===== config.mk =====
export PLATFORM = sky130hd
export DESIGN_NAME = three_term_recurrence_checksum
export DESIGN_NICKNAME = d
export VERILOG_FILES = /design/src/ttrc_pkg.sv /design/src/three_term_recurrence_checksum.sv /design/src/ttrc_term_unit.sv
export VERILOG_INCLUDE_DIRS = /design/src /design/src/src
export SDC_FILE = /design/constraint.sdc
export NUM_CORES = 1
export LEC_CHECK = 0
export CORE_ASPECT_RATIO = 1.1
export CORE_MARGIN = 5
export CORE_UTILIZATION = 60
export CTS_BUF_LIST = sky130_fd_sc_hd__clkbuf_8
export CTS_CLUSTER_SIZE = 14
export DETAILED_ROUTE_END_ITERATION = 8
export DONT_BUFFER_PORTS = 1
export PLACE_DENSITY = 0.87
export SLEW_MARGIN = 10
export SYNTH_ARGS = -nofsm -noshare
export SYNTH_HDL_FRONTEND = slang
export SYNTH_HIERARCHICAL = 1
export SYNTH_SLANG_ARGS = --single-unit

===== constraint.sdc =====
create_clock -name clock -period 16.65 [get_ports clock]
set_clock_uncertainty 0.2 [all_clocks]
set_input_delay 3.33 -clock clock [delete_from_list [all_inputs] [get_ports clock]]
set_output_delay 3.33 -clock clock [all_outputs]
set_load 0.1 [all_outputs]

===== src/three_term_recurrence_checksum_defines.svh =====
// assertion macros shared by the checksum block
`ifndef THREE_TERM_RECURRENCE_CHECKSUM_DEFINES_SVH
`define THREE_TERM_RECURRENCE_CHECKSUM_DEFINES_SVH

// same-cycle implication, held off while reset is high
`define TTRC_ASSERT_NOW(label, clk, rst, ante, cons) \
   label: assert property (@(posedge clk) disable iff (rst) (ante) |-> (cons)) \
      else $error("ttrc assertion failed");

// next-cycle implication, held off while reset is high
`define TTRC_ASSERT_NEXT(label, clk, rst, ante, cons) \
   label: assert property (@(posedge clk) disable iff (rst) (ante) |=> (cons)) \
      else $error("ttrc assertion failed");

`endif


===== src/ttrc_pkg.sv =====
package ttrc_pkg;

   // field widths
   localparam int BYTE_W = 8;
   localparam int TERM_W = 16;
   localparam int POS_W  = 8;

   // recurrence constants
   localparam logic [TERM_W-1:0] MODULUS      = 16'hFFFF;
   localparam logic [POS_W-1:0]  A_STEP       = 8'd17;
   localparam logic [POS_W-1:0]  B_STEP       = 8'd31;
   localparam logic [TERM_W-1:0] FIRST_OFFSET = 16'd7;
   localparam logic [TERM_W-1:0] PREV_START   = 16'd1;

   // running state handed to the term unit
   typedef struct packed {
      logic [TERM_W-1:0] prev_term;
      logic [TERM_W-1:0] curr_term;
      logic [POS_W-1:0]  byte_position;
   } term_state_type;

endpackage


===== src/three_term_recurrence_checksum.sv =====
// Three-term recurrence checksum over a byte stream.
// Input channel req_*: one message byte per word in req_tdata, req_tlast high
// on the final byte of a message. Result channel rsp_*: one word per message,
// the 16-bit checksum in rsp_tdata, sent after the last byte.
// Path: a last byte is held in the input register, and once the result
// register is free its checksum is registered there and shown on rsp_tvalid.
// Throughput: one byte per cycle while no last byte waits on a full result
// register; the two-multiplier term update with its modulo 65535 fold sets
// that rate. An input and a result register stand between the two channels,
// so bytes keep flowing while a finished checksum waits to be taken.
// When the receiver stalls, the checksum holds in rsp_tdata; the block keeps
// taking bytes that produce no result and stops only when another last byte
// reaches the working stage while the result register is still full.
// Reset (synchronous, active high) drops both valid flags and returns the
// running terms to their start values, so the next byte begins a message.
`include "three_term_recurrence_checksum_defines.svh"

module three_term_recurrence_checksum (
   input  logic        clock,
   input  logic        reset,
   input  logic        req_tvalid,
   output logic        req_tready,
   input  logic [7:0]  req_tdata,   // [7:0] data_byte
   input  logic        req_tlast,   // last_byte
   output logic        rsp_tvalid,
   input  logic        rsp_tready,
   output logic [15:0] rsp_tdata    // [15:0] checksum
);

   // input register
   logic                          in_vld_ff, in_vld_in;
   logic [ttrc_pkg::BYTE_W-1:0]   in_byte_ff;
   logic                          in_last_ff;

   // running state
   ttrc_pkg::term_state_type      state_ff, state_in;
   logic                          in_msg_ff, in_msg_in;

   // result register
   logic                          out_vld_ff, out_vld_in;
   logic [ttrc_pkg::TERM_W-1:0]   cksum_ff;

   logic                          out_free;
   logic                          proc;
   logic [ttrc_pkg::TERM_W-1:0]   next_term;
   logic [ttrc_pkg::TERM_W-1:0]   new_curr;

   // stage control
   assign out_free   = !out_vld_ff || rsp_tready;
   assign proc       = in_vld_ff && (!in_last_ff || out_free);
   assign req_tready = !in_vld_ff || proc;
   assign in_vld_in  = (req_tvalid && req_tready) || (in_vld_ff && !proc);

   ttrc_term_unit u_term (
      .data_byte (in_byte_ff),
      .state     (state_ff),
      .next_term (next_term)
   );

   // new current term: seeded by the first byte, else the recurrence
   assign new_curr = in_msg_ff ? next_term :
                     (16'(in_byte_ff) + ttrc_pkg::FIRST_OFFSET);

   // next running state
   always_comb begin
      state_in  = state_ff;
      in_msg_in = in_msg_ff;
      if (proc) begin
         if (in_last_ff) begin
            state_in.prev_term     = ttrc_pkg::PREV_START;
            state_in.curr_term     = '0;
            state_in.byte_position = '0;
            in_msg_in              = 1'b0;
         end else if (!in_msg_ff) begin
            state_in.prev_term     = ttrc_pkg::PREV_START;
            state_in.curr_term     = new_curr;
            state_in.byte_position = 8'd1;
            in_msg_in              = 1'b1;
         end else begin
            state_in.prev_term     = state_ff.curr_term;
            state_in.curr_term     = new_curr;
            state_in.byte_position = state_ff.byte_position + 8'd1;
         end
      end
   end

   // result valid
   assign out_vld_in = (proc && in_last_ff) || (out_vld_ff && !rsp_tready);

   // control registers
   always_ff @(posedge clock) begin
      if (reset) begin
         in_vld_ff                <= 1'b0;
         out_vld_ff               <= 1'b0;
         in_msg_ff                <= 1'b0;
         state_ff.prev_term       <= ttrc_pkg::PREV_START;
         state_ff.curr_term       <= '0;
         state_ff.byte_position   <= '0;
      end else begin
         in_vld_ff  <= in_vld_in;
         out_vld_ff <= out_vld_in;
         in_msg_ff  <= in_msg_in;
         state_ff   <= state_in;
      end
   end

   // payload registers
   always_ff @(posedge clock) begin
      if (req_tvalid && req_tready) begin
         in_byte_ff <= req_tdata;
         in_last_ff <= req_tlast;
      end
      if (proc && in_last_ff) begin
         cksum_ff <= new_curr;
      end
   end

   assign rsp_tvalid = out_vld_ff;
   assign rsp_tdata  = cksum_ff;

   // checks
   `TTRC_ASSERT_NOW(a_cksum_range, clock, reset, out_vld_ff, cksum_ff != ttrc_pkg::MODULUS)
   `TTRC_ASSERT_NOW(a_idle_state, clock, reset, !in_msg_ff,
      state_ff.prev_term == ttrc_pkg::PREV_START && state_ff.curr_term == 16'd0 &&
      state_ff.byte_position == 8'd0)
   `TTRC_ASSERT_NEXT(a_last_emits, clock, reset, proc && in_last_ff, out_vld_ff && !in_msg_ff)
   `TTRC_ASSERT_NEXT(a_first_starts, clock, reset, proc && !in_last_ff && !in_msg_ff,
      in_msg_ff && state_ff.byte_position == 8'd1)

endmodule


===== src/ttrc_term_unit.sv =====
module ttrc_term_unit (
   input  logic [ttrc_pkg::BYTE_W-1:0] data_byte,
   input  ttrc_pkg::term_state_type    state,
   output logic [ttrc_pkg::TERM_W-1:0] next_term
);

   logic [7:0]  coef_a;
   logic [7:0]  coef_b;
   logic [8:0]  fac_a;
   logic [24:0] pos_part;
   logic [23:0] neg_part;
   logic [25:0] diff;
   logic        negative;
   logic [24:0] mag;
   logic [16:0] fold;
   logic [15:0] rem;

   // position coefficients, modulo 256
   assign coef_a = 8'(state.byte_position * ttrc_pkg::A_STEP);
   assign coef_b = 8'(state.byte_position * ttrc_pkg::B_STEP);
   assign fac_a  = {1'b0, data_byte} + {1'b0, coef_a};

   // two small products
   assign pos_part = {16'd0, fac_a} * {9'd0, state.curr_term};
   assign neg_part = {16'd0, coef_b} * {8'd0, state.prev_term};

   // signed difference and its magnitude
   assign diff     = {1'b0, pos_part} - {2'b00, neg_part};
   assign negative = diff[25];
   assign mag      = negative ? ({1'b0, neg_part} - pos_part) : diff[24:0];

   // modulo 65535 by folding the high bits onto the low half
   assign fold = {1'b0, mag[15:0]} + {8'd0, mag[24:16]};
   assign rem  = (fold >= {1'b0, ttrc_pkg::MODULUS}) ?
                 16'(fold - {1'b0, ttrc_pkg::MODULUS}) : fold[15:0];

   // a negative difference wraps as (1 - rem) mod 65535
   always_comb begin
      if (!negative) begin
         next_term = rem;
      end else if (rem == 16'd0) begin
         next_term = 16'd1;
      end else if (rem == 16'd1) begin
         next_term = 16'd0;
      end else begin
         next_term = 16'(17'h10000 - {1'b0, rem});
      end
   end

endmodule


# Yosys cells after proc, flatten, opt, wreduce, memory -nomap -nowiden
# Index checks and enable logic that the tools add are counted.
totals:
  regBits: 68
  input_bits: 13
classes:
  add_sub_neg: 8
  multipliers: 4
  n_lt_le_gt_ge: 1
  eq_ne: 1
  mux: 9
  n_reduce_logical: 16
ops:
  columns: ["op", "count"]
  rows:
  - ["$mux W16", 5]
  - ["$mux W40", 2]
  - ["$sub A25 B24 Y26", 1]
  - ["$mul A9 B16 Y25", 1]
  - ["$mux W25", 1]
  - ["$sub A24 B25 Y25", 1]
  - ["$mul A8 B16 Y24", 1]
  - ["$add A16 B9 Y17", 1]
  - ["$ge A17 B16 Y1 const B", 1]
  - ["$eq A16 B1 Y1 const B", 1]
  - ["$logic_not A16 Y1", 1]
  - ["$mul A8 B5 Y8 const B", 2]
  - ["$sub A1 B16 Y16 const A", 1]
  - ["$sub A16 B16 Y16 const B", 1]
  - ["$add A8 B3 Y9 const B", 1]
  - ["$add A8 B8 Y9", 1]
  - ["$add A8 B1 Y8 const B", 1]
  - ["$logic_and A1 B1 Y1", 5]
  - ["$logic_not A1 Y1", 5]
  - ["$logic_or A1 B1 Y1", 5]
  - ["$mux W1", 1]

# Depth between registers and ports, before layout
# Gate-level depths: netlist of the first run.
depth:
  word_depth: 15
  ltp_mapped: 70
  ltp_nobuf: 66

# By module
# The synthesis of the first run kept the hierarchy.
modules_own_cells:
  columns: ["mod", "n_inst", "cells_each", "area_each_um2"]
  rows:
  - ["ttrc_term_unit", 1, 1664, 13277.7]
  - ["three_term_recurrence_checksum", 1, 258, 2745.1]

# Worst setup path before layout of the first run
# OpenSTA, ideal clock, no wires.
synth_timing:
  path_type: "reg2reg"
  from: "reg state_ff[1] (netlist name)"
  to: "reg state_ff[16] (netlist name)"
  setup_time_ns: 0.065
  arrival_ns: 14.907
  path_slack_ns: 1.478
  stages_incl_launch_ff: 69
  path_buffers: 4
  synth_period_minus_slack_ns: 15.172
  path_cell_list: "dfxtp_1 > inv_1 > fa_1 > inv_1 > fa_1 > inv_1 > fa_1 > inv_1 > ha_1 > inv_1 > o21bai_1 > a21oi_1 > xnor2_1 > clkbuf_1 > nand2_1 > fa_1 > fa_1 > fa_1 > [33 not listed] > o21ai_0 > a2111oi_0 > nor2_1 > a211oi_1 > mux2i_1 > nor3b_1 > mux2_2 > nand2_1 > o41ai_4 > mux2i_1 > ha_1 > nand2b_1 > and4_1 > or3_1 > a21oi_1 > a32o_1 > a22oi_1 > nor2_1"
synth_between:
  elab_chain_len: 15
synth_rtl:
  columns: ["item", "line_no", "text"]
  rows:
  - ["from (decl)", "three_term_recurrence_checksum.sv:36", "ttrc_pkg::term_state_type state_ff, state_in;"]
  - ["from (signal assigned)", "three_term_recurrence_checksum.sv:103", "state_ff <= state_in;"]
  - ["$mul A8 B5 Y8", "ttrc_term_unit.sv:19", "assign coef_a = 8'(state.byte_position * ttrc_pkg::A_STEP);"]
  - ["$add A8 B8 Y9", "ttrc_term_unit.sv:21", "assign fac_a = {1'b0, data_byte} + {1'b0, coef_a};"]
  - ["$mul A9 B16 Y25", "ttrc_term_unit.sv:24", "assign pos_part = {16'd0, fac_a} * {9'd0, state.curr_term};"]
  - ["$sub A25 B24 Y26 / $sub A24 B25 Y25 (equally long branches)", "ttrc_term_unit.sv:28, ttrc_term_unit.sv:30", null]
  - ["$mux W25", "ttrc_term_unit.sv:30", "assign mag = negative ? ({1'b0, neg_part} - pos_part) : diff[24:0];"]
  - ["$add A16 B9 Y17", "ttrc_term_unit.sv:33", "assign fold = {1'b0, mag[15:0]} + {8'd0, mag[24:16]};"]
  - ["$sub A16 B16 Y16 / $ge A17 B16 Y1 (equally long branches)", "ttrc_term_unit.sv:35, ttrc_term_unit.sv:34", null]
  - ["$mux W16", "ttrc_term_unit.sv:34", "assign rem = (fold >= {1'b0, ttrc_pkg::MODULUS}) ?"]
  - ["$sub A1 B16 Y16 / $eq A16 B1 Y1 (equally long branches)", "ttrc_term_unit.sv:46, ttrc_term_unit.sv:43", null]
  - ["$mux W16", "ttrc_term_unit.sv:43", "end else if (rem == 16'd1) begin"]
  - ["$mux W16", "ttrc_term_unit.sv:41", "end else if (rem == 16'd0) begin"]
  - ["$mux W16 *", "ttrc_term_unit.sv:39", "if (!negative) begin"]
  - ["via next_term, one bit", "three_term_recurrence_checksum.sv:45", "logic [ttrc_pkg::TERM_W-1:0] next_term;"]
  - ["$mux W16 *", "three_term_recurrence_checksum.sv:61", "assign new_curr = in_msg_ff ? next_term :"]
  - ["via new_curr, one bit", "three_term_recurrence_checksum.sv:46", "logic [ttrc_pkg::TERM_W-1:0] new_curr;"]
  - ["$mux W40 *", "three_term_recurrence_checksum.sv:74", "end else if (!in_msg_ff) begin"]
  - ["$mux W40 *", "three_term_recurrence_checksum.sv:69", "if (in_last_ff) begin"]
# Mark *: on every way through the listed nets, which the timed path passes. The rest lies on a longest branch.
# A chain may end at the register's enable or synchronous reset.

# Worst setup path in the final report of the first run
layout_timing:
  from: "reg state_ff[1] (netlist name)"
  to: "reg state_ff[9] (netlist name)"
# The elaborated chain is that of the path after synthesis.

==> metrics.txt, run 1 <==
# TYPE chip_impl_metric gauge
chip_impl_info{name="status",value="complete, no violations"} 1
chip_impl_metric{name="place_congestion",unit=""} 0.986
chip_impl_metric{name="synth_seq_cells",unit=""} 68
chip_impl_metric{name="port-buffer-count",unit=""} 0
chip_impl_metric{name="yosys.area_share.xor_xnor",unit="%"} 6.68
chip_impl_info{name="critical-path-slowest-cell",value="xnor2_1"} 1
chip_impl_info{name="main_combinational_cell_family_by_area_after_synthesis",value="adder cells"} 1
chip_impl_metric{name="mappedNetlistArea",unit="µm²"} 16000
chip_impl_metric{name="netlist-cell-type-count",unit=""} 87
chip_impl_metric{name="clock_sinks",unit=""} 68
chip_impl_metric{name="drt_drc_violations_left",unit=""} 0
chip_impl_metric{name="antennaDiodeCount",unit=""} 0
chip_impl_metric{name="synth-adder-area-share",unit="%"} 38.1
chip_impl_info{name="cts_tree",value="yes"} 1
chip_impl_metric{name="post_drt_wl_per_cell",unit="µm"} 19.5
chip_impl_metric{name="first_pass_grt_wire_length",unit="µm"} 71200
chip_impl_metric{name="synth_async_sr_flop_share",unit="%"} 0
chip_impl_info{name="crit_path_end_kind",value="flop"} 1
chip_impl_metric{name="grt.total_usage",unit="%"} 28.7
chip_impl_metric{name="nets",unit=""} 2266
chip_impl_metric{name="report.final.slew_viol_count",unit=""} 0
chip_impl_metric{name="dp_hpwl",unit="µm"} 35100
chip_impl_info{name="critical-path-top-cell-by-count",value="inv_1"} 1
chip_impl_info{name="startpoint_type",value="flop"} 1
chip_impl_metric{name="clkTransAtPathRegs",unit="ns"} 0.09
chip_impl_metric{name="worst_ep_arrival_time",unit="ns"} 15.89
chip_impl_metric{name="cts_buffers",unit=""} 9
chip_impl_metric{name="synth_compound_gate_area_share",unit="%"} 15.1
chip_impl_metric{name="synth_area_per_cell",unit="µm²"} 8.34
chip_impl_info{name="cts_root_buf",value="clkbuf_8"} 1
chip_impl_metric{name="die_width",unit="µm"} 166
chip_impl_info{name="postSynth.topFlopCell",value="dfxtp_1"} 1
chip_impl_metric{name="synth_fp_nets",unit=""} 2304
chip_impl_metric{name="yosys_warnings",unit=""} 6
chip_impl_metric{name="share_of_cell_area_taken_by_muxes_after_synthesis",unit="%"} 1.76
chip_impl_metric{name="achievable-frequency",unit="GHz"} 0.0634
chip_impl_metric{name="grt_max_degree",unit=""} 44
chip_impl_metric{name="max-slew-margin-rel",unit="%"} 29.1
chip_impl_metric{name="cts_buffer_depth",unit=""} 2
chip_impl_metric{name="fin_crit",unit="ns"} 15.78
chip_impl_metric{name="grt_pass1_vias",unit=""} 13755
chip_impl_info{name="crit_path_start",value="state_ff[1]"} 1
chip_impl_metric{name="placement_rows",unit=""} 62
chip_impl_metric{name="die_h",unit="µm"} 181
chip_impl_metric{name="layout_worst_path_cycle_share",unit="%"} 94.8
chip_impl_metric{name="clock_tree.htree_level_count",unit=""} 3
chip_impl_info{name="launch_instance_of_the_worst_register_to_register_path",value="state_ff[1]"} 1
chip_impl_metric{name="antenna_found_initial",unit=""} 0
chip_impl_metric{name="number_of_nets_with_antenna_violations_after_detailed_routing",unit=""} 0
chip_impl_metric{name="clock_latency",unit="ns"} 0.38
chip_impl_metric{name="initial_utilization",unit="%"} 61.1
chip_impl_metric{name="drive_above_1_share",unit="%"} 4.18
chip_impl_metric{name="area_growth_syn_to_layout",unit="%"} 3.26
chip_impl_metric{name="worst-path-max-fanout",unit=""} 14
chip_impl_info{name="criticalPathCategory",value="reg2reg"} 1
chip_impl_metric{name="timing.max_cap.violations",unit=""} 0
chip_impl_metric{name="first_iter_violations",unit=""} 1154
chip_impl_metric{name="synth_edf_count",unit=""} 25
chip_impl_metric{name="hold_ws",unit="ns"} 0.322
chip_impl_metric{name="drt-vias-per-instance",unit=""} 6.07
chip_impl_info{name="worstHoldStart",value="state_ff[7]"} 1
chip_impl_metric{name="setup_viol",unit=""} 0
chip_impl_metric{name="core",unit="µm²"} 26200
chip_impl_metric{name="cts.hold.buffers_added",unit=""} 0
chip_impl_info{name="layout.cells.most_common_list",value="299 x inv_1, 205 x nand2_1, 198 x fa_1"} 1
chip_impl_metric{name="netlist_instances",unit=""} 1922
chip_impl_info{name="class_of_the_tightest_hold_or_removal_check",value="reg2reg"} 1
chip_impl_metric{name="critical-path-max-stage-delay",unit="ns"} 0.64
chip_impl_metric{name="drt-pass1-iter-count",unit=""} 6
chip_impl_metric{name="worst-slew-pin-transition",unit="ns"} 1.06
chip_impl_metric{name="ys_seq_area_share",unit="%"} 10.1
chip_impl_metric{name="vias",unit=""} 13598
chip_impl_metric{name="globalRoute.totalOverflow",unit=""} 0
chip_impl_info{name="mostFrequentLayoutCell",value="inv_1"} 1
chip_impl_metric{name="die-area",unit="µm²"} 30100
chip_impl_metric{name="route.final.wire_length",unit="µm"} 43700
chip_impl_metric{name="report.final.hold_viol_count",unit=""} 0
chip_impl_metric{name="crit_required",unit="ns"} 16.76
chip_impl_metric{name="boundaryPins",unit=""} 31
chip_impl_metric{name="filler_cell_count",unit=""} 2164
chip_impl_metric{name="simple_gate_share_of_the_synthesized_area",unit="%"} 19.1
-- Yosys cell counts, types with 7 or more instances --
master / number / area (µm²)
nand2_1: 206 / 773
mux2i_1: 21 / 210
nor2b_1: 14 / 87.6
a21oi_1: 115 / 576
xor2_1: 39 / 342
o31ai_1: 12 / 90.1
nor2_1: 87 / 327
o21ai_0: 37 / 185
or3_1: 11 / 68.8
and3_1: 13 / 81.3
nor3_1: 18 / 90.1
a21o_1: 44 / 330
buf_1: 15 / 56.3
and2_1: 159 / 995
xnor2_1: 75 / 657
ha_1: 171 / 2140
a31oi_1: 14 / 87.6
nand3_1: 33 / 165
fa_1: 198 / 3960
a211oi_1: 14 / 105
and4_1: 7 / 61.3
a22oi_1: 19 / 143
o211ai_1: 9 / 67.6
clkbuf_1: 43 / 161
nand2b_1: 15 / 93.8
o21ai_1: 14 / 70.1
nand3b_1: 12 / 90.1
inv_1: 299 / 1120
dfxtp_1: 43 / 861
edfxtp_1: 25 / 751
o21bai_1: 23 / 173
nand4_1: 7 / 43.8
-- sequential cells by signal (all words and copies together) (netlist names) --
| register | count |
|---|---|
| rsp_tdata | 16 |
| state_ff | 40 |
| in_vld_ff | 1 |
| in_msg_ff | 1 |
| in_byte_ff | 8 |
| in_last_ff | 1 |
| rsp_tvalid | 1 |
-- logic make-up after synthesis --
group / Yosys count
simple gates: 606
flops: 68
compound gates: 364
buf+inv: 372
mux: 26
xor+xnor: 117
fa+ha+maj: 369
-- routing by layer --
layer / up-vias / global-route usage (%) / part of all wire [%]
met3: 130 / 4.81 / 8.3
met1: 6589 / 37.8 / 40
met2: 663 / 48.3 / 48
met5: - / 0 / 0
li1: 6216 / - / -
met4: 0 / 9.97 / 3.8
-- worst max-delay path: cells and delay by family (launching register included) --
kind,cells,cell delay (ns)
AO/OA/AOI/OAI,22,3.65
XOR/XNOR,4,1.21
adder cells (fa/ha/maj),12,5.32
buffers and inverters,13,1.43
flip-flops,1,0.44
multiplexers,3,0.55
AND/OR/NAND/NOR,16,2.93
-- path summary, 6_finish.rpt --
| kind | depth (start not counted) | slack, ns | end |
|---|---|---|---|
| hold reg to reg | 2 | 0.32 | state_ff[7] |
| setup reg to reg | 70 | 0.87 | state_ff[9] |
| setup / recovery | 70 | 0.87 | state_ff[9] |
| hold / removal | 2 | 0.32 | state_ff[7] |
-- per-stage QoR --
stage | util, % | std cells | TNS [ns] | setup WS [ns] | instance area (µm²)
final | 63.1 | 2241 | 0 | 0.866 | 16500
after detailed placement | 62.0 | 2221 | 0 | 0.415 | 16300
after CTS | 62.8 | 2237 | 0 | 0.297 | 16500
after global placement | 62.0 | 2221 | 0 | 0.943 | 16300
after global routing | 63.1 | 2241 | -0.0290 | -0.00991 | 16500
after floorplan | - | 1922 | 0 | 1.48 | 16000
-- area by class of cell --
cell class	instances	area, µm²	share of cell area [%]
inverter	299	1120	6.78
clock inverter	7	81.3	0.492
timing repair buffer	24	180	1.09
tap	352	440	2.66
multi-input combinational	1482	13000	78.5
clock buffer	9	124	0.749
sequential	68	1620	9.76
-- timing repair --
| item | in CTS | in global routing |
|---|---|---|
| endpoints found under the setup margin | 0 | 32 |
| setup buffers | 0 | 4 |
| resized for setup | 0 | 12 |
Power of run 1 is not shown: default switching activity piles up to over one toggle a cycle in this logic, so the estimate is an artifact.
==> run 2: changes to the inputs <==
--- a/config.mk
+++ b/config.mk
@@ -6,14 +6,14 @@
 export SDC_FILE = /design/constraint.sdc
 export NUM_CORES = 1
 export LEC_CHECK = 0
+export BUFFER_PORTS_ARGS = -buffer_cell sky130_fd_sc_hd__clkbuf_2
 export CORE_ASPECT_RATIO = 1.1
 export CORE_MARGIN = 5
 export CORE_UTILIZATION = 60
 export CTS_BUF_LIST = sky130_fd_sc_hd__clkbuf_8
 export CTS_CLUSTER_SIZE = 14
 export DETAILED_ROUTE_END_ITERATION = 8
-export DONT_BUFFER_PORTS = 1
-export PLACE_DENSITY = 0.87
+export PLACE_DENSITY = 0.88
 export SLEW_MARGIN = 10
 export SYNTH_ARGS = -nofsm -noshare
 export SYNTH_HDL_FRONTEND = slang
==> run 2 against run 1 <==
Routed wire length increased by 0.31%. Hold slack improved by 0.029 ns. Cell count grew 1.3%. Count of clock-buffer cells in the layout stayed put. Non-clock buffer count up 29. Core utilization is 0.62 points higher. Sequential share of layout area shrank 0.087 points. First-iteration DRC count rose by 8.2%. Highest routed layer unchanged. Worst setup slack worse by 0.10 ns. Maximum frequency shrank 0.63%. Critical path depth down 6.
==> metrics.txt, run 2 (synthesized netlist as in run 1, its figures left out) <==
# TYPE chip_impl_metric gauge
chip_impl_info{name="status",value="complete, no violations"} 1
chip_impl_metric{name="globalRoute.totalOverflow",unit=""} 0
chip_impl_info{name="criticalPathCategory",value="reg2reg"} 1
chip_impl_metric{name="port-buffer-count",unit=""} 30
chip_impl_metric{name="cts.hold.buffers_added",unit=""} 0
chip_impl_info{name="cts_root_buf",value="clkbuf_8"} 1
chip_impl_metric{name="post_drt_wl_per_cell",unit="µm"} 19.3
chip_impl_metric{name="report.final.hold_viol_count",unit=""} 0
chip_impl_metric{name="number_of_flip_flops_in_the_largest_register",unit=""} 40
chip_impl_metric{name="vias",unit=""} 13939
chip_impl_info{name="layout.cells.most_common_list",value="299 x inv_1, 205 x nand2_1, 198 x fa_1"} 1
chip_impl_metric{name="placement_rows",unit=""} 62
chip_impl_info{name="launch_instance_of_the_worst_register_to_register_path",value="state_ff[0]"} 1
chip_impl_info{name="mostFrequentLayoutCell",value="inv_1"} 1
chip_impl_info{name="critical-path-top-delay-family",value="compound AO/OA/AOI/OAI gates"} 1
chip_impl_metric{name="achievable-frequency",unit="GHz"} 0.0630
chip_impl_metric{name="die-area",unit="µm²"} 30100
chip_impl_metric{name="clock_sinks",unit=""} 68
chip_impl_metric{name="report.final.slew_viol_count",unit=""} 0
chip_impl_metric{name="worst-slew-pin-transition",unit="ns"} 1.05
chip_impl_metric{name="detailed_place.area",unit="µm²"} 16400
chip_impl_metric{name="clock_tree.htree_level_count",unit=""} 3
chip_impl_metric{name="number_of_nets_with_antenna_violations_after_detailed_routing",unit=""} 0
chip_impl_info{name="crit_path_end_kind",value="flop"} 1
chip_impl_metric{name="timing.max_cap.violations",unit=""} 0
chip_impl_metric{name="clock_latency",unit="ns"} 0.36
chip_impl_metric{name="worst-path-max-fanout",unit=""} 23
chip_impl_info{name="cts_tree",value="yes"} 1
chip_impl_metric{name="drt_drc_violations_left",unit=""} 0
chip_impl_metric{name="first_pass_grt_wire_length",unit="µm"} 71900
chip_impl_metric{name="layout_worst_path_cycle_share",unit="%"} 95.4
chip_impl_metric{name="clkTransAtPathRegs",unit="ns"} 0.09
chip_impl_metric{name="grt.total_usage",unit="%"} 28.7
chip_impl_info{name="register_ranked_first_by_flip_flop_count",value="state_ff"} 1
chip_impl_info{name="critical-path-slowest-cell",value="fa_1"} 1
chip_impl_metric{name="worst_ep_arrival_time",unit="ns"} 15.96
chip_impl_metric{name="final_design_area_no_fill",unit="µm²"} 16700
chip_impl_metric{name="max-slew-margin-rel",unit="%"} 30.2
chip_impl_metric{name="die_width",unit="µm"} 166
chip_impl_metric{name="area_growth_syn_to_layout",unit="%"} 4.26
chip_impl_metric{name="cts_buffers",unit=""} 9
chip_impl_info{name="class_of_the_tightest_hold_or_removal_check",value="reg2reg"} 1
chip_impl_metric{name="drt-pass1-iter-count",unit=""} 8
chip_impl_metric{name="antenna_found_initial",unit=""} 0
chip_impl_metric{name="grt_max_degree",unit=""} 44
chip_impl_metric{name="dp_hpwl",unit="µm"} 34900
chip_impl_info{name="startpoint_type",value="flop"} 1
chip_impl_metric{name="first_iter_violations",unit=""} 1249
chip_impl_info{name="crit_path_start",value="state_ff[0]"} 1
chip_impl_info{name="worstHoldStart",value="state_ff[7]"} 1
chip_impl_metric{name="route.final.wire_length",unit="µm"} 43800
chip_impl_metric{name="drt-vias-per-instance",unit=""} 6.14
chip_impl_metric{name="nets",unit=""} 2295
chip_impl_metric{name="place_congestion",unit=""} 0.965
chip_impl_metric{name="crit_required",unit="ns"} 16.72
chip_impl_metric{name="fin_crit",unit="ns"} 15.88
chip_impl_metric{name="cts_buffer_depth",unit=""} 2
chip_impl_metric{name="core",unit="µm²"} 26200
chip_impl_metric{name="setup_viol",unit=""} 0
chip_impl_metric{name="setup-tns-final",unit="ns"} 0
chip_impl_metric{name="initial_utilization",unit="%"} 61.1
chip_impl_metric{name="die_h",unit="µm"} 181
chip_impl_metric{name="antennaDiodeCount",unit=""} 0
chip_impl_metric{name="worstPathBufferInverterCount",unit=""} 8
chip_impl_metric{name="drive_above_1_share",unit="%"} 5.94
chip_impl_metric{name="critical-path-max-stage-delay",unit="ns"} 0.56
chip_impl_metric{name="boundaryPins",unit=""} 31
chip_impl_metric{name="grt_pass1_vias",unit=""} 14386
-- run 2: cell types whose count changed in the layout (fill, tap and decap cells not counted), moves of 2 or more --
cell / delta
clkbuf_2: +30
clkinv_2: +2
xnor2_2: +2
inv_6: -2
xnor2_1: -2
-- run 2: path summary, 6_finish.rpt --
kind | end | slack [ns] | depth (start not counted)
worst min register to register | state_ff[7] | 0.35 | 2
worst max register to register | state_ff[16] | 0.77 | 64
worst min-delay path | state_ff[7] | 0.35 | 2
worst max-delay path | state_ff[16] | 0.77 | 64
-- run 2: timing repair --
item,in CTS,in global routing
hold endpoints to repair,0,0
setup buffers,0,2
endpoints found under the setup margin,0,32
resized for setup,0,19
-- run 2: metal layers --
metal,share of wire (%),vias up,track usage (%)
li1,-,6296,-
met1,38,6732,36.0
met2,48,734,49.2
met3,9.1,177,5.94
met4,4.3,0,10.7
met5,0,-,0
-- run 2: final cells by class --
class	count	area, µm²
fill	2222	9510
clock buffer	9	124
tap	352	440
clock inverter	7	75.1
sequential	68	1620
multi-input combinational	1482	13000
timing repair buffer	53	323
inverter	299	1120
-- run 2: metrics by stage --
stage	setup slack, ns	hold slack [ns]	util [%]	cells
after floorplan	1.48	0.243	-	1922
final	0.766	0.351	63.7	2270
after CTS	0.488	0.337	63.4	2268
after detailed placement	0.560	0.322	62.6	2252
after global placement	1.02	0.312	62.6	2252
after global routing	-0.175	0.360	63.7	2270
-- run 2: tightest hold or removal path, stage by stage, from the launching register on --
cell and delay (ns):
dfxtp_1 0.35, nand2_1 0.08, a31oi_1 0.07
Power of run 2 is left out for the same reason.
